==> src/rtl/qvr_pkg.sv <==
`timescale 1ns / 1ps
// ----------------------------------------------------------------------------
// qvr_pkg
// Shared constants and types for the quaternion vector rotator.
// ----------------------------------------------------------------------------
package qvr_pkg;

    localparam int QUAT_BITS_DEF = 16;
    localparam int VEC_BITS_DEF  = 16;
    localparam int LANES         = 3;

    typedef struct packed {
        logic [LANES-1:0] neg;
        logic             zero;
    } qvr_flags_t;

endpackage

==> src/rtl/qvr_div_stage.sv <==
`timescale 1ns / 1ps
// ----------------------------------------------------------------------------
// qvr_div_stage
// One restoring-division step for three lanes sharing one divisor.
// ----------------------------------------------------------------------------
module qvr_div_stage #(
    parameter int DW   = 53,
    parameter int NW   = 33,
    parameter int QB   = 18,
    parameter int STEP = 0
) (
    input  logic                clk,
    input  logic                rst_n,
    input  logic                in_valid,
    output logic                in_ready,
    input  logic [2:0][DW-1:0]  in_rem,
    input  logic [2:0][QB-1:0]  in_quo,
    input  logic [NW:0]         in_den,
    input  qvr_pkg::qvr_flags_t in_flags,
    output logic                out_valid,
    input  logic                out_ready,
    output logic [2:0][DW-1:0]  out_rem,
    output logic [2:0][QB-1:0]  out_quo,
    output logic [NW:0]         out_den,
    output qvr_pkg::qvr_flags_t out_flags
);
    import qvr_pkg::*;

    logic               v_reg;
    logic               adv;
    logic [DW-1:0]      den_sh;
    logic [DW:0]        trial [3];
    logic [2:0][DW-1:0] rem_reg, rem_next;
    logic [2:0][QB-1:0] quo_reg, quo_next;
    logic [NW:0]        den_reg;
    qvr_flags_t         flags_reg;

    assign adv      = !v_reg || out_ready;
    assign in_ready = adv;
    assign den_sh   = DW'(in_den) << STEP;

    always_comb
    begin
        for (int k = 0; k < 3; k++)
        begin
            trial[k]    = {1'b0, in_rem[k]} - {1'b0, den_sh};
            rem_next[k] = trial[k][DW] ? in_rem[k] : trial[k][DW-1:0];
            quo_next[k] = in_quo[k];
            quo_next[k][STEP] = !trial[k][DW];
        end
    end

    always_ff @(posedge clk or negedge rst_n)
    begin
        if (!rst_n)
            v_reg <= 1'b0;
        else if (adv)
            v_reg <= in_valid;
    end

    always_ff @(posedge clk)
    begin
        if (adv && in_valid)
        begin
            rem_reg   <= rem_next;
            quo_reg   <= quo_next;
            den_reg   <= in_den;
            flags_reg <= in_flags;
        end
    end

    assign out_valid = v_reg;
    assign out_rem   = rem_reg;
    assign out_quo   = quo_reg;
    assign out_den   = den_reg;
    assign out_flags = flags_reg;

endmodule

==> config.mk <==
export PLATFORM = sky130hd
export DESIGN_NAME = qvr_div_stage
export DESIGN_NICKNAME = d
export VERILOG_FILES = /design/src/rtl/qvr_pkg.sv /design/src/rtl/qvr_div_stage.sv
export SDC_FILE = /design/constraint.sdc
export NUM_CORES = 1
export LEC_CHECK = 0
export BUFFER_PORTS_ARGS = -buffer_cell sky130_fd_sc_hd__buf_2
export CAP_MARGIN = 20
export CORE_AREA = 2 2 199 201
export DETAILED_ROUTE_END_ITERATION = 16
export DIE_AREA = 0 0 201 203
export MAX_ROUTING_LAYER = met4
export PLACE_DENSITY = 0.66
export SLEW_MARGIN = 15
export SYNTH_ARGS = -nofsm -noshare
export SYNTH_HDL_FRONTEND = slang
export SYNTH_SLANG_ARGS = --single-unit
==> constraint.sdc <==
create_clock -name clk -period 9.5 [get_ports clk]
set_input_delay 0.95 -clock clk [delete_from_list [all_inputs] [get_ports clk]]
set_output_delay 0.95 -clock clk [all_outputs]
set_load 0.1 [all_outputs]
# Word level (Yosys, flattened, before mapping)
# Index checks and enable logic that the tools add are counted.
[word_totals]
ff_bits = 252
input_bits = 255
output_inout_bits = 253
wordCells = 22
[op_classes]
add_sub_neg = 3
muxes = 3
n_reduce_logical = 6
[ops]
columns = ["cell", "count"]
rows = [
  ["$sub 53x34->54", 3],
  ["$mux 53", 3],
  ["$logic_not 1->1", 4],
  ["$logic_and 1x1->1", 1],
  ["$logic_or 1x1->1", 1],
]

# Logic depth before layout (Yosys ltp)
[depth]
depth_word = 3
mapped_depth = 13
depth_no_buf = 12

# Worst setup path after synthesis
# No wires, ideal clock.
[synth_path]
path_kind = "input to register"
from = "input out_ready"
to = "register den_reg[0] (netlist: out_den[0]) (enable)"
setup_ns = 0.641
arrival_time_ns = 7.549
required_time_ns = 8.859
path_slack_ns = 1.310
stages = 2
path_buffers = 0
path_cell_list = "nand2b_1 and2_1"
[synth_via]
elab_chain_cells = 2
[synth_rtl]
columns = ["element", "line_no", "source"]
rows = [
  ["start, declared", "qvr_div_stage.sv:21", "input logic out_ready,"],
  ["$logic_or 1x1->1", "qvr_div_stage.sv:38", "assign adv = !v_reg || out_ready;"],
  ["$logic_and 1x1->1", "qvr_div_stage.sv:63", "if (adv && in_valid)"],
  ["end signal, assigned", "qvr_div_stage.sv:67", "den_reg <= in_den;"],
  ["end, declared", "qvr_div_stage.sv:35", "logic [NW:0] den_reg;"],
]
# Every way passes these cells.
# A chain may end at the register's enable or synchronous reset.

==> impl_metrics.yaml <==
status:
  status: "complete, no violations"
synth:
  syn_inst: 1547
  synth-async-reset-ratio_pct: 0.397
  synth-seq-cells: 252
  yosysWarnings: 0
  synth.distinct_cells: 69
  synth_ff_type: "edfxtp_1"
  synth_area_um2: 15700
  syn_avg_cell_area_um2: 10.1
  yosysSeqAreaShare_pct: 48.3
  synth_edf_count: 251
  syn-num-nets: 1907
clock_network:
  cts_buffers: 29
  clockRootBuffer: "clkbuf_16"
  clock-sinks: 252
  clock_latency_ns: 0.56
  cts_tree: "yes"
  cts_buffer_depth: 3
  path_clk_slew_ns: 0.06
  h-tree-depth: 1
  cts_setup_buffers: 0
  post_cts_resize_count: 0
  hold_buffers: 0
global_routing:
  grt_pass1_vias: 13600
  grt_usage_pct: 25.8
  grt_pass1_wl_mm: 78.4
  grt_overflow_total: 0
  antenna_found_initial: 17
  grt_max_degree: 84
detailed_routing:
  wl_met3_mm: 4.27
  route.met2.wl_mm: 25.7
  viasPerCell: 5.31
  wl_met1_mm: 20.9
  drtPass1Iterations: 5
  wire_per_inst_um: 20.4
  drt_iter0_markers: 800
  num_vias: 13700
  highest_layer: "met4"
  wl_mm: 52.7
  antenna_left: 0
  drcViolationCount: 0
worst_setup_path:
  cp-start-kind: "primary input"
  path_max_fanout: 54
  end_kind: "flip-flop"
  cp.required_ns: 9.80
  reg2reg_slack_ns: 7.21
  cp_cell_sequence: "buf_2 -> inv_1 -> ha_1 -> nor2b_1 -> o2111ai_1 -> a21boi_0 -> a21o_1 -> a21oi_1 -> o31a_1 -> inv_2 -> nand2b_1 -> nor4_1 -> xor2_1"
  slowest_stage: "inv_2"
  cp.arrival_ns: 4.64
  critPathTopFamily: "compound AO/OA/AOI/OAI gates"
  path_class: "primary input to flip-flop"
  crit_buf_inv: 3
  r2r_start: "out_valid$_DFFE_PN0N_"
  r2r-end: "out_rem[50]$_DFFE_PP_"
  ff2ff_path_depth: 4
  cpPeakStageDelay_ns: 0.66
die:
  initial_core_util_pct: 40.7
  fp-row-count: 72
  die_y_um: 203
  design.core.area_um2: 38500
  die_width_um: 201
  die_area_um2: 40800
  io_pins: 508
timing:
  fmax_mhz: 230
  finalHoldViolations: 0
  worst_pin_slew_ns: 0.908
  max-slew-margin-rel_pct: 37.9
  setup_tns_ns: 0
  rsz0062_at_grt: "no"
  fin_skew_ns: 0.0109
  finalCritPeriodShare_pct: 45.7
  slew_violations: 0
  setup_viol: 0
  period_needed_ns: 4.34
power:
  power_mw: 3.81
  leakage_nw: 8.16
  powerDensity_nw_per_um2: 194
  vdd_drop_max_mv: 0.172
placement:
  hpwlAfterDp_mm: 42.8
  dp.cells: 2514
  port_buffers: 504
  place_congestion: 0.928
layout:
  drive_gt1_share_pct: 28.3
  fin_nets: 2388
  syn2layout_area_growth_pct: 25.5
  instances_no_fill: 2581
job:
  cap_violations: 0
min_path:
  hold_class: "primary input to async pin"
## cells in the mapped netlist, types with 24 or more instances
master    instances  area [um^2]
inv_1            56          210
clkbuf_1         56          210
ha_1            102         1280
nand2b_1         24          150
o21ai_0         105          526
edfxtp_1        251         7540
nand3_1          29          145
nand2_1         159          597
nand4_1          28          175
nor3_1           36          180
nor2_1          121          454
xor2_1           71          622
a21o_1           30          225
a21oi_1         168          841
xnor2_1          76          666
## layout by cell type, fill, tap and decap left out, types with 13 or more instances in the layout
master     count
a21o_1        30
nand2b_1      24
nand3_1       29
nor3_1        36
and2_1        13
o21ai_0      105
nand4_1       28
o21a_1        13
xnor2_1       76
inv_1         56
xor2_1        71
buf_2        504
ha_1         102
nor2_1       121
nand2_1      159
or3_1         15
edfxtp_1     251
diode_2       14
clkbuf_16     29
nor4_1        20
a21oi_1      167
o21bai_1      15
## state kept, by name, summed over array words and instances, names as in the netlist
register and cells:
out_den 34, out_quo 54, out_flags 4, out_rem 159
out_valid 1
## cell type report
| type | instances | area, um^2 |
|---|---|---|
| flip-flops and latches | 252 | 7560 |
| repair buffers | 511 | 2590 |
| well taps | 518 | 648 |
| fillers | 3569 | 18800 |
| diodes | 14 | 35.0 |
| clock buffers | 30 | 729 |
| inverters | 57 | 214 |
| multi-input cells | 1177 | 7650 |
| clock inverters | 22 | 209 |
## stage by stage
stage | instance area [um^2] | hold slack (ns) | util, % | setup WS (ns)
final | 19600 | 0.146 | 51.1 | 5.16
after global placement | 18600 | 0.525 | 48.5 | 4.53
after floorplan | 15700 | 0.654 | - | 1.31
after CTS | 19600 | 0.109 | 50.9 | 5.05
after detailed placement | 18600 | 0.528 | 48.5 | 4.44
after global routing | 19600 | 0.109 | 51.1 | 4.83
## worst max path at each step
stage	slack, ns	to	cells past startpoint	from
floorplan	1.31	out_den[0]$_DFFE_PP_	2	out_ready
global placement	4.53	out_rem[154]$_DFFE_PP_	12	in_den[0]
detailed placement	4.44	out_rem[148]$_DFFE_PP_	12	in_den[0]
CTS	5.05	out_rem[148]$_DFFE_PP_	12	in_den[0]
global route	4.83	out_rem[142]$_DFFE_PP_	13	in_den[1]
finish	5.16	out_rem[158]$_DFFE_PP_	13	in_den[1]
## layer usage
| metal | vias up | GRT usage (%) |
|---|---|---|
| met3 | 82 | 6.73 |
| li1 | 6746 | - |
| met4 | 0 | 9.50 |
| met1 | 6363 | 29.5 |
| met2 | 518 | 43.6 |
| met5 | - | - |
## report_power, final
part	internal (mW)	switching, mW	total, mW
clock network	0.620	0.484	1.10
registers	1.35	0.0211	1.37
logic	0.299	1.04	1.34
## cell families after synthesis
logic type               count (synthesis)  share of synthesized area, %
buffers and inverters                  118                          2.92
flip-flops                             252                          48.3
AND/OR/NAND/NOR                        503                          15.7
XOR/XNOR                               147                          8.22
AO/OA/AOI/OAI                          415                          15.8
adder cells (fa/ha/maj)                105                          8.53
multiplexers                             7                         0.495
Power figures use the tool's default switching activity.
